<file path="src/hdl/rts_pkg.sv">
// ----------------------------------------------------------------------------
// rts_pkg
// Shared field widths, types and constants for the running temperature
// statistics block.
// ----------------------------------------------------------------------------
package rts_pkg;

    localparam int TEMP_W  = 7;
    localparam int MEAN_W  = 15;
    localparam int TOTAL_W = 24;

    typedef logic [TEMP_W-1:0]  temp_t;
    typedef logic [MEAN_W-1:0]  mean_t;
    typedef logic [TOTAL_W-1:0] total_t;

    // minimum tracker sentinel before the first accepted sample
    localparam temp_t LOW_RESET = 7'd127;

endpackage

</file>
<file path="src/hdl/rts_if.sv">
// ----------------------------------------------------------------------------
// rts_if
// Valid/ready channels: temperature samples in, statistics results out.
// ----------------------------------------------------------------------------
interface rts_sample_if;

    logic          valid;
    logic          ready;
    rts_pkg::temp_t temperature;

    modport source (output valid, output temperature, input ready);
    modport sink   (input valid, input temperature, output ready);

endinterface

interface rts_stats_if;

    logic           valid;
    logic           ready;
    rts_pkg::temp_t  min_temp;
    rts_pkg::temp_t  max_temp;
    rts_pkg::mean_t  mean_q8;
    rts_pkg::temp_t  mode_temp;
    rts_pkg::total_t sample_total;
    logic           rejected;

    modport source (output valid, output min_temp, output max_temp, output mean_q8,
                    output mode_temp, output sample_total, output rejected,
                    input ready);
    modport sink   (input valid, input min_temp, input max_temp, input mean_q8,
                    input mode_temp, input sample_total, input rejected,
                    output ready);

endinterface

</file>
<file path="src/hdl/rts_ram.sv">
// ----------------------------------------------------------------------------
// rts_ram
// Generic single write port, single read port RAM with registered read.
// ----------------------------------------------------------------------------
module rts_ram #(
    parameter int WIDTH = 24,
    parameter int DEPTH = 111
) (
    input  logic                     clk,
    input  logic                     we,
    input  logic [$clog2(DEPTH)-1:0] waddr,
    input  logic [WIDTH-1:0]         wdata,
    input  logic [$clog2(DEPTH)-1:0] raddr,
    output logic [WIDTH-1:0]         rdata
);

    logic [WIDTH-1:0] mem [DEPTH];

    always_ff @(posedge clk)
    begin
        if (we)
        begin
            mem[waddr] <= wdata;
        end
        rdata <= mem[raddr];
    end

endmodule

</file>
<file path="src/hdl/rts_div.sv">
// ----------------------------------------------------------------------------
// rts_div
// Restoring divider, one quotient bit per cycle: (sum << frac) / count.
// The quotient is known to fit TEMP_W + MEAN_FRAC_BITS bits, so only those
// steps are run.
// ----------------------------------------------------------------------------
module rts_div #(
    parameter int COUNT_BITS     = 24,
    parameter int MEAN_FRAC_BITS = 8
) (
    input  logic                                        clk,
    input  logic                                        rst_n,
    input  logic                                        start,
    input  logic [COUNT_BITS+rts_pkg::TEMP_W-1:0]       sum,
    input  logic [COUNT_BITS-1:0]                       count,
    output logic                                        busy,
    output logic [rts_pkg::TEMP_W+MEAN_FRAC_BITS-1:0]   quot
);

    localparam int SUM_W  = COUNT_BITS + rts_pkg::TEMP_W;
    localparam int DW     = SUM_W + MEAN_FRAC_BITS;
    localparam int QB     = rts_pkg::TEMP_W + MEAN_FRAC_BITS;
    localparam int STEP_W = $clog2(QB + 1);

    logic [DW-1:0]         dvd;
    logic [COUNT_BITS-1:0] rem_reg, rem_next;
    logic [QB-1:0]         q_reg, q_next;
    logic [COUNT_BITS-1:0] dsr_reg, dsr_next;
    logic [STEP_W-1:0]     step_reg, step_next;
    logic                  busy_reg, busy_next;
    logic [COUNT_BITS+1:0] diff;

    assign dvd  = DW'(sum) << MEAN_FRAC_BITS;
    assign diff = {1'b0, rem_reg, q_reg[QB-1]} - {2'b00, dsr_reg};

    always_comb
    begin
        rem_next  = rem_reg;
        q_next    = q_reg;
        dsr_next  = dsr_reg;
        step_next = step_reg;
        busy_next = busy_reg;
        if (start)
        begin
            rem_next  = dvd[DW-1:QB];
            q_next    = dvd[QB-1:0];
            dsr_next  = count;
            step_next = '0;
            busy_next = 1'b1;
        end
        else if (busy_reg)
        begin
            if (!diff[COUNT_BITS+1])
            begin
                rem_next = diff[COUNT_BITS-1:0];
                q_next   = {q_reg[QB-2:0], 1'b1};
            end
            else
            begin
                rem_next = {rem_reg[COUNT_BITS-2:0], q_reg[QB-1]};
                q_next   = {q_reg[QB-2:0], 1'b0};
            end
            step_next = step_reg + 1'b1;
            if (32'(step_reg) == QB - 1)
            begin
                busy_next = 1'b0;
            end
        end
    end

    always_ff @(posedge clk or negedge rst_n)
    begin
        if (!rst_n)
        begin
            busy_reg <= 1'b0;
            step_reg <= '0;
        end
        else
        begin
            busy_reg <= busy_next;
            step_reg <= step_next;
        end
    end

    always_ff @(posedge clk)
    begin
        rem_reg <= rem_next;
        q_reg   <= q_next;
        dsr_reg <= dsr_next;
    end

    assign busy = busy_reg;
    assign quot = q_reg;

endmodule

</file>
<file path="src/hdl/running_temperature_statistics.sv">
// ----------------------------------------------------------------------------
// running_temperature_statistics
// Running minimum, maximum, mean, mode and count over temperature samples.
// ----------------------------------------------------------------------------
// One sample at a time; the mean divider works out one quotient bit per
// cycle, and sample.ready stays low until the result is loaded. After reset
// the histogram RAM is swept to zero, all VALUE_SPAN entries (111 by
// default), while sample.ready stays low. A finished result
// sits in an output register, so the next sample is taken while it waits.
module running_temperature_statistics #(
    parameter int VALUE_SPAN     = 111,
    parameter int COUNT_BITS     = 24,
    parameter int MEAN_FRAC_BITS = 8
) (
    input  logic         clk,
    input  logic         rst_n,
    rts_sample_if.sink   sample,
    rts_stats_if.source  stats
);

    localparam int IDX_W = $clog2(VALUE_SPAN);
    localparam int SUM_W = COUNT_BITS + rts_pkg::TEMP_W;
    localparam int QB    = rts_pkg::TEMP_W + MEAN_FRAC_BITS;

    localparam logic [2:0] S_CLEAR  = 3'd0;
    localparam logic [2:0] S_IDLE   = 3'd1;
    localparam logic [2:0] S_UPDATE = 3'd2;
    localparam logic [2:0] S_START  = 3'd3;
    localparam logic [2:0] S_DIV    = 3'd4;
    localparam logic [2:0] S_DONE   = 3'd5;

    logic [2:0]            state_reg, state_next;
    logic [IDX_W-1:0]      clr_reg, clr_next;

    rts_pkg::temp_t        t_reg, t_next;
    logic                  rej_reg, rej_next;
    rts_pkg::temp_t        low_reg, low_next;
    rts_pkg::temp_t        high_reg, high_next;
    logic [COUNT_BITS-1:0] cnt_reg, cnt_next;
    logic [SUM_W-1:0]      sum_reg, sum_next;
    rts_pkg::temp_t        mode_reg, mode_next;
    logic [COUNT_BITS-1:0] mode_freq_reg, mode_freq_next;

    logic                  out_valid_reg, out_valid_next;
    rts_pkg::temp_t        out_min_reg, out_min_next;
    rts_pkg::temp_t        out_max_reg, out_max_next;
    rts_pkg::mean_t        out_mean_reg, out_mean_next;
    rts_pkg::temp_t        out_mode_reg, out_mode_next;
    rts_pkg::total_t       out_total_reg, out_total_next;
    logic                  out_rej_reg, out_rej_next;

    logic                  accept;
    logic                  ram_we;
    logic [IDX_W-1:0]      ram_waddr;
    logic [COUNT_BITS-1:0] ram_wdata;
    logic [COUNT_BITS-1:0] ram_rdata;
    logic [COUNT_BITS-1:0] bumped;
    logic                  div_start;
    logic                  div_busy;
    logic [QB-1:0]         div_quot;
    logic                  out_load;

    assign accept = sample.valid && sample.ready;
    assign bumped = ram_rdata + 1'b1;

    rts_ram #(
        .WIDTH (COUNT_BITS),
        .DEPTH (VALUE_SPAN)
    ) u_hist (
        .clk   (clk),
        .we    (ram_we),
        .waddr (ram_waddr),
        .wdata (ram_wdata),
        .raddr (IDX_W'(sample.temperature)),
        .rdata (ram_rdata)
    );

    rts_div #(
        .COUNT_BITS     (COUNT_BITS),
        .MEAN_FRAC_BITS (MEAN_FRAC_BITS)
    ) u_div (
        .clk   (clk),
        .rst_n (rst_n),
        .start (div_start),
        .sum   (sum_reg),
        .count (cnt_reg),
        .busy  (div_busy),
        .quot  (div_quot)
    );

    always_comb
    begin
        state_next     = state_reg;
        clr_next       = clr_reg;
        t_next         = t_reg;
        rej_next       = rej_reg;
        low_next       = low_reg;
        high_next      = high_reg;
        cnt_next       = cnt_reg;
        sum_next       = sum_reg;
        mode_next      = mode_reg;
        mode_freq_next = mode_freq_reg;
        ram_we         = 1'b0;
        ram_waddr      = IDX_W'(t_reg);
        ram_wdata      = bumped;
        div_start      = 1'b0;
        out_load       = 1'b0;
        sample.ready   = 1'b0;

        case (state_reg)
            S_CLEAR:
            begin
                ram_we    = 1'b1;
                ram_waddr = clr_reg;
                ram_wdata = '0;
                clr_next  = clr_reg + 1'b1;
                if (32'(clr_reg) == VALUE_SPAN - 1)
                begin
                    state_next = S_IDLE;
                end
            end
            S_IDLE:
            begin
                sample.ready = 1'b1;
                if (accept)
                begin
                    t_next   = sample.temperature;
                    rej_next = (32'(sample.temperature) >= VALUE_SPAN) || (&cnt_reg);
                    if ((32'(sample.temperature) >= VALUE_SPAN) || (&cnt_reg))
                    begin
                        state_next = S_START;
                    end
                    else
                    begin
                        state_next = S_UPDATE;
                    end
                end
            end
            S_UPDATE:
            begin
                ram_we = 1'b1;
                if (bumped > mode_freq_reg)
                begin
                    mode_freq_next = bumped;
                    mode_next      = t_reg;
                end
                if (cnt_reg == '0)
                begin
                    low_next  = t_reg;
                    high_next = t_reg;
                end
                else
                begin
                    if (t_reg < low_reg)
                    begin
                        low_next = t_reg;
                    end
                    if (t_reg > high_reg)
                    begin
                        high_next = t_reg;
                    end
                end
                cnt_next   = cnt_reg + 1'b1;
                sum_next   = sum_reg + SUM_W'(t_reg);
                state_next = S_START;
            end
            S_START:
            begin
                if (cnt_reg == '0)
                begin
                    state_next = S_DONE;
                end
                else
                begin
                    div_start  = 1'b1;
                    state_next = S_DIV;
                end
            end
            S_DIV:
            begin
                if (!div_busy)
                begin
                    state_next = S_DONE;
                end
            end
            S_DONE:
            begin
                if (!out_valid_reg || stats.ready)
                begin
                    out_load   = 1'b1;
                    state_next = S_IDLE;
                end
            end
            default:
            begin
                state_next = S_IDLE;
            end
        endcase
    end

    always_comb
    begin
        out_valid_next = out_valid_reg;
        out_min_next   = out_min_reg;
        out_max_next   = out_max_reg;
        out_mean_next  = out_mean_reg;
        out_mode_next  = out_mode_reg;
        out_total_next = out_total_reg;
        out_rej_next   = out_rej_reg;
        if (out_load)
        begin
            out_valid_next = 1'b1;
            out_total_next = rts_pkg::TOTAL_W'(cnt_reg);
            out_rej_next   = rej_reg;
            if (cnt_reg == '0)
            begin
                out_min_next  = '0;
                out_max_next  = '0;
                out_mean_next = '0;
                out_mode_next = '0;
            end
            else
            begin
                out_min_next  = low_reg;
                out_max_next  = high_reg;
                out_mean_next = rts_pkg::MEAN_W'(div_quot);
                out_mode_next = mode_reg;
            end
        end
        else if (stats.ready)
        begin
            out_valid_next = 1'b0;
        end
    end

    always_ff @(posedge clk or negedge rst_n)
    begin
        if (!rst_n)
        begin
            state_reg     <= S_CLEAR;
            clr_reg       <= '0;
            low_reg       <= rts_pkg::LOW_RESET;
            high_reg      <= '0;
            cnt_reg       <= '0;
            sum_reg       <= '0;
            mode_reg      <= '0;
            mode_freq_reg <= '0;
            out_valid_reg <= 1'b0;
        end
        else
        begin
            state_reg     <= state_next;
            clr_reg       <= clr_next;
            low_reg       <= low_next;
            high_reg      <= high_next;
            cnt_reg       <= cnt_next;
            sum_reg       <= sum_next;
            mode_reg      <= mode_next;
            mode_freq_reg <= mode_freq_next;
            out_valid_reg <= out_valid_next;
        end
    end

    always_ff @(posedge clk)
    begin
        t_reg         <= t_next;
        rej_reg       <= rej_next;
        out_min_reg   <= out_min_next;
        out_max_reg   <= out_max_next;
        out_mean_reg  <= out_mean_next;
        out_mode_reg  <= out_mode_next;
        out_total_reg <= out_total_next;
        out_rej_reg   <= out_rej_next;
    end

    assign stats.valid        = out_valid_reg;
    assign stats.min_temp     = out_min_reg;
    assign stats.max_temp     = out_max_reg;
    assign stats.mean_q8      = out_mean_reg;
    assign stats.mode_temp    = out_mode_reg;
    assign stats.sample_total = out_total_reg;
    assign stats.rejected     = out_rej_reg;

    // once anything is accepted the extremes are ordered
    a_min_le_max: assert property (@(posedge clk) disable iff (!rst_n)
        (cnt_reg != '0) |-> (low_reg <= high_reg))
        else $error("minimum above maximum");

    // the mode's count can never pass the number of accepted samples
    a_mode_freq: assert property (@(posedge clk) disable iff (!rst_n)
        mode_freq_reg <= cnt_reg)
        else $error("mode count exceeds sample count");

    a_div_start: assert property (@(posedge clk) disable iff (!rst_n)
        div_start |-> !div_busy)
        else $error("divider restarted while busy");

    // the sample count changes only through a histogram update beat
    a_cnt_step: assert property (@(posedge clk) disable iff (!rst_n)
        (cnt_reg != $past(cnt_reg)) |-> ($past(state_reg) == S_UPDATE))
        else $error("sample count moved outside update");

endmodule

</file>
<file path="src/flat_wrapper.sv">
// flat-port wrapper written by rule: the top's interface ports become plain ports
module running_temperature_statistics_flat 
#(
    parameter int VALUE_SPAN     = 111,
    parameter int COUNT_BITS     = 24,
    parameter int MEAN_FRAC_BITS = 8
)
  (clk, rst_n, sample_valid, sample_temperature, sample_ready, stats_valid, stats_min_temp, stats_max_temp, stats_mean_q8, stats_mode_temp, stats_sample_total, stats_rejected, stats_ready);
  rts_sample_if sample_i ();
  rts_stats_if stats_i ();
  input  logic clk;
  input  logic rst_n;
  input wire logic [$bits(sample_i.valid)-1:0] sample_valid;
  input wire logic [$bits(sample_i.temperature)-1:0] sample_temperature;
  output wire logic [$bits(sample_i.ready)-1:0] sample_ready;
  output wire logic [$bits(stats_i.valid)-1:0] stats_valid;
  output wire logic [$bits(stats_i.min_temp)-1:0] stats_min_temp;
  output wire logic [$bits(stats_i.max_temp)-1:0] stats_max_temp;
  output wire logic [$bits(stats_i.mean_q8)-1:0] stats_mean_q8;
  output wire logic [$bits(stats_i.mode_temp)-1:0] stats_mode_temp;
  output wire logic [$bits(stats_i.sample_total)-1:0] stats_sample_total;
  output wire logic [$bits(stats_i.rejected)-1:0] stats_rejected;
  input wire logic [$bits(stats_i.ready)-1:0] stats_ready;
  assign sample_i.valid = sample_valid;
  assign sample_i.temperature = sample_temperature;
  assign sample_ready = sample_i.ready;
  assign stats_valid = stats_i.valid;
  assign stats_min_temp = stats_i.min_temp;
  assign stats_max_temp = stats_i.max_temp;
  assign stats_mean_q8 = stats_i.mean_q8;
  assign stats_mode_temp = stats_i.mode_temp;
  assign stats_sample_total = stats_i.sample_total;
  assign stats_rejected = stats_i.rejected;
  assign stats_i.ready = stats_ready;
  running_temperature_statistics #(.VALUE_SPAN(VALUE_SPAN), .COUNT_BITS(COUNT_BITS), .MEAN_FRAC_BITS(MEAN_FRAC_BITS)) u_core (.clk(clk), .rst_n(rst_n), .sample(sample_i), .stats(stats_i));
endmodule
</file>
<file path="config.mk">
export PLATFORM = sky130hd
export DESIGN_NAME = running_temperature_statistics_flat
export DESIGN_NICKNAME = d
export VERILOG_FILES = /design/src/hdl/rts_pkg.sv /design/src/hdl/rts_if.sv /design/src/hdl/rts_ram.sv /design/src/hdl/rts_div.sv /design/src/hdl/running_temperature_statistics.sv /design/src/flat_wrapper.sv
export SDC_FILE = /design/constraint.sdc
export NUM_CORES = 2
export LEC_CHECK = 0
export BUFFER_PORTS_ARGS = -buffer_cell sky130_fd_sc_hd__buf_2
export CAP_MARGIN = 20
export CORE_MARGIN = 2
export CORE_UTILIZATION = 63
export DETAILED_ROUTE_END_ITERATION = 12
export GPL_ROUTABILITY_DRIVEN = 1
export PLACE_DENSITY_LB_ADDON = 0.05
export REMOVE_ABC_BUFFERS = 1
export SYNTH_ARGS = -nofsm -noshare
export SYNTH_HDL_FRONTEND = slang
export SYNTH_HIERARCHICAL = 1
export SYNTH_SLANG_ARGS = --single-unit
</file>
<file path="constraint.sdc">
create_clock -name clk -period 5.82 [get_ports clk]
set_input_delay 0.582 -clock clk [delete_from_list [all_inputs] [get_ports clk]]
set_output_delay 0.582 -clock clk [all_outputs]
set_load 0.02 [all_outputs]
</file>
==> flow_metrics.tcl <==
set metrics [dict create \
    drt-initial-drc-count 8104 \
    hold_slack_ns 0.320 \
    post-route-min-period_ns 4.44 \
    post_drt_via_cell_ratio 6.74 \
    syn_avg_cell_area_um2 19.9 \
    finalSetupViolations 0 \
    firstDrtPassIters 5 \
    synth_top_area_frac 0.721 \
    port_buffers 73 \
    max-vdd-ir-drop_v 0.000314 \
    wl_per_cell_um 33.0 \
    yosysTopAreaCell "sky130_fd_sc_hd__edfxtp_1" \
    core_area_um2 183000 \
    die-area_um2 188000 \
    pre_cts_setup_slack_ns 1.29 \
    worst_slew_pin_slew_ns 1.16 \
    worst_slew_margin_relative_to_its_limit 0.220 \
    count_of_distinct_cell_types_in_the_synthesized_netlist 86 \
    num_io_pins 74 \
    cts_sinks 2936 \
    syn-instance-count 5830 \
    unrepaired_setup_endpoints_after_global_routing "no" \
    max-clock-path-buffers 4 \
    grt_pass1_vias 58546 \
    synthToLayoutAreaGrowth_pct 11.9 \
    worst-path-max-fanout 21 \
    clock_tree_from_tritoncts "yes" \
    report.final.slew_viol_count 0 \
    top_ff_cell_synth "sky130_fd_sc_hd__edfxtp_1" \
    globalRouteTotalUtil 0.317 \
    fmax_mhz 225 \
    synth-edff-count 2788 \
    worst_setup_path_start_kind "flip-flop" \
    postPlaceCellArea_um2 121000 \
    setup.worst_path.class "flip-flop to flip-flop" \
    die_h_um 433 \
    synthArstFlopShare 0.0395 \
    timing.final.crit_share 0.764 \
    synth_seq_cells 2936 \
    place_congestion 0.863 \
    status "complete, no violations" \
    route.detailed.drc 0 \
    yosys-top-cells-area "sky130_fd_sc_hd__edfxtp_1, sky130_fd_sc_hd__mux4_2, sky130_fd_sc_hd__dfrtp_1, sky130_fd_sc_hd__mux2i_1, sky130_fd_sc_hd__mux2_2" \
    timing_hold_violations_final 0 \
    syn-cell-area_um2 116000 \
    timing.hold.worst.class "primary input to flip-flop" \
    clock-skew-final_ns 0.0480 \
    clock-root-buffer "sky130_fd_sc_hd__clkbuf_16" \
    total_switching_power_mw 14.2 \
    switching_share 0.267 \
    post_route_cells_drive_above_1_share 0.260 \
    clk_pin_slew_worst_paths_ns 0.06 \
    register_area_um2 87300 \
    yosysWarnings 6 \
    wirelength_um 293000 \
    cp_data_required_time_ns 6.61 \
    multi_input_area_um2 27300 \
    total_power_mw 53.2 \
    postLayoutCellArea_um2 130000 \
    power_per_unit_of_standard_cell_area_nw_per_um2 410 \
    post-dp-hpwl_um 170000 \
    worst-endpoint-arrival_ns 5.23 \
    layout_setup_ws_ns 1.38 \
    p_leak_nw 43.2 \
    layoutNonFillerInstCount 8865 \
    largest_register_ff_count 2664 \
    pwr-share-clk 0.336 \
    synth-seq-area-share 0.752 \
    nNetsFinal 6281 \
    share_comb_of_total_power 0.160 \
    later_pin_clock_latency_in_the_skew_report_ns 0.95 \
    cap_violations 0 \
    dp.cells 8342 \
    initial_utilization 0.634 \
    numCtsBuffers 307 \
    cts_htree_levels 5 \
    grt_pass1_wl_um 420000 \
    via_count 59718 \
    timing.critical_path.to_type "flip-flop" \
    grt_antenna_before_repair 13 \
    fill_cells 11289 \
    globalRouteOverflowTotal 0 \
    post_drt_antenna_nets 0 \
    std_cell_rows 157 \
    die-width_um 433 \
    sequentialPowerShare 0.503 \
    cell_int_power_mw 39.0 \
    largest_net_degree_at_the_start_of_global_routing 113 \
    cts_setup_buffers 0 \
]
[kinds of logic (layout without fill, tap and decap cells)]
logic type	count (synthesis)	count (layout)	share of synthesized area
flops	2936	2936	0.752
mux	989	989	0.150
simple gates	789	789	0.0337
compound gates	553	553	0.0318
buf+inv	385	954	0.0164
xor+xnor	101	101	0.00762
fa+ha+maj	77	77	0.00843
other cells	0	2	0
[layout by cell type, fill, tap and decap left out, types with 85 or more instances in the layout]
| cell type | instances |
|---|---|
| sky130_fd_sc_hd__o21ai_0 | 85 |
| sky130_fd_sc_hd__mux2_2 | 156 |
| sky130_fd_sc_hd__inv_1 | 86 |
| sky130_fd_sc_hd__mux4_2 | 576 |
| sky130_fd_sc_hd__buf_4 | 245 |
| sky130_fd_sc_hd__edfxtp_1 | 2788 |
| sky130_fd_sc_hd__nor2_2 | 111 |
| sky130_fd_sc_hd__a21oi_1 | 98 |
| sky130_fd_sc_hd__nand2_1 | 193 |
| sky130_fd_sc_hd__nor2_1 | 103 |
| sky130_fd_sc_hd__o22ai_1 | 103 |
| sky130_fd_sc_hd__dfrtp_1 | 109 |
| sky130_fd_sc_hd__clkbuf_16 | 313 |
| sky130_fd_sc_hd__mux2i_1 | 231 |
[per-stage QoR]
step / setup TNS, ns / utilization
floorplan: -108.82 / -
global placement: 0 / 0.660
detailed placement: 0 / 0.660
CTS: 0 / 0.709
global route: 0 / 0.709
finish: 0 / 0.709
[cells in the mapped netlist (5+ instances only)]
| master | count |
|---|---|
| sky130_fd_sc_hd__mux2_4 | 26 |
| sky130_fd_sc_hd__nand2_1 | 194 |
| sky130_fd_sc_hd__o22ai_1 | 103 |
| sky130_fd_sc_hd__dfxtp_1 | 32 |
| sky130_fd_sc_hd__a41oi_1 | 6 |
| sky130_fd_sc_hd__and3_1 | 50 |
| sky130_fd_sc_hd__nor2b_1 | 47 |
| sky130_fd_sc_hd__xnor2_1 | 59 |
| sky130_fd_sc_hd__mux2_2 | 156 |
| sky130_fd_sc_hd__o21ai_1 | 24 |
| sky130_fd_sc_hd__edfxtp_1 | 2788 |
| sky130_fd_sc_hd__buf_4 | 44 |
| sky130_fd_sc_hd__and2_1 | 58 |
| sky130_fd_sc_hd__a21oi_1 | 98 |
| sky130_fd_sc_hd__nor4_1 | 26 |
| sky130_fd_sc_hd__buf_1 | 18 |
| sky130_fd_sc_hd__and3b_1 | 5 |
| sky130_fd_sc_hd__ha_1 | 75 |
| sky130_fd_sc_hd__a221oi_1 | 21 |
| sky130_fd_sc_hd__a22o_1 | 7 |
| sky130_fd_sc_hd__clkbuf_1 | 124 |
| sky130_fd_sc_hd__mux2i_1 | 231 |
| sky130_fd_sc_hd__dfrtp_1 | 109 |
| sky130_fd_sc_hd__nand4_1 | 32 |
| sky130_fd_sc_hd__a211oi_1 | 58 |
| sky130_fd_sc_hd__o21a_1 | 6 |
| sky130_fd_sc_hd__nand3_1 | 49 |
| sky130_fd_sc_hd__o221ai_1 | 36 |
| sky130_fd_sc_hd__nand2b_1 | 31 |
| sky130_fd_sc_hd__nor3_1 | 40 |
| sky130_fd_sc_hd__or3_1 | 9 |
| sky130_fd_sc_hd__nor2_1 | 218 |
| sky130_fd_sc_hd__buf_2 | 84 |
| sky130_fd_sc_hd__o32ai_1 | 16 |
| sky130_fd_sc_hd__dfstp_2 | 7 |
| sky130_fd_sc_hd__o21ai_0 | 86 |
| sky130_fd_sc_hd__a21o_1 | 8 |
| sky130_fd_sc_hd__o31ai_1 | 24 |
| sky130_fd_sc_hd__xor2_1 | 42 |
| sky130_fd_sc_hd__mux4_2 | 576 |
| sky130_fd_sc_hd__a2111oi_0 | 8 |
| sky130_fd_sc_hd__a22oi_1 | 21 |
| sky130_fd_sc_hd__buf_6 | 25 |
| sky130_fd_sc_hd__inv_1 | 88 |
[power by group through the flow]
stage	logic [mW]	clock network, mW	registers (mW)
after floorplan	4.66	0	27.3
after global placement	8.17	0	27.2
after detailed placement	8.42	0	27.2
after CTS	8.45	18.1	26.8
after global routing	9.18	18.9	26.9
final	8.54	17.9	26.8
[metal layers]
layer / track usage / wire length [um] / part of all wire / vias up
li1: - / - / - / 24518
met1: 0.461 / 114000 / 0.39 / 31557
met2: 0.488 / 138000 / 0.47 / 3121
met3: 0.0640 / 29700 / 0.10 / 518
met4: 0.110 / 10500 / 0.036 / 4
met5: 0 / 33 / 0.00011 / -
[worst max-delay path, cell delays in order (launching register included)]
cell	delay [ns]
sky130_fd_sc_hd__dfxtp_1	0.44
sky130_fd_sc_hd__ha_1	0.25
sky130_fd_sc_hd__nand2_1	0.09
sky130_fd_sc_hd__nor2_1	0.36
sky130_fd_sc_hd__and3_1	0.36
sky130_fd_sc_hd__nand3_1	0.13
sky130_fd_sc_hd__xnor2_1	0.19
sky130_fd_sc_hd__ha_1	0.34
sky130_fd_sc_hd__nand4_1	0.18
sky130_fd_sc_hd__nor4_4	0.35
sky130_fd_sc_hd__nand3_2	0.17
sky130_fd_sc_hd__o311ai_4	0.80
sky130_fd_sc_hd__buf_12	0.30
sky130_fd_sc_hd__mux2_4	0.32
[worst paths after layout]
kind	start	to	slack [ns]	cells past startpoint
min in group asynchronous	rst_n	u_core/u_div/busy	0.36	2
hold reg to reg	u_core/rej_reg	u_core/stats.rejected	0.42	0
setup reg to reg	u_core/u_hist/rdata[0]	u_core/mode_reg[0]	1.38	13
max in group asynchronous	rst_n	u_core/sum_reg[30]	4.21	3
hold / removal	sample_temperature[5]	u_core/u_hist/rdata[10]	0.32	3
setup / recovery	u_core/u_hist/rdata[0]	u_core/mode_reg[0]	1.38	13
[repair_timing]
action                                  CTS  global route
endpoints found under the setup margin    0             0
hold buffers                              3             0
resized for setup                         0             0
endpoints found under the hold margin    63             0
[final cells by class]
| type | instances | share of cell area |
|---|---|---|
| clock buffer | 394 | 0.0629 |
| antenna | 2 | 0.0000385 |
| timing repair buffer | 350 | 0.0222 |
| multi-input combinational | 2509 | 0.211 |
| inverter | 89 | 0.00259 |
| sequential | 2936 | 0.672 |
| clock inverter | 121 | 0.00602 |
| tap | 2464 | 0.0237 |
Power figures use the tool's default switching activity.
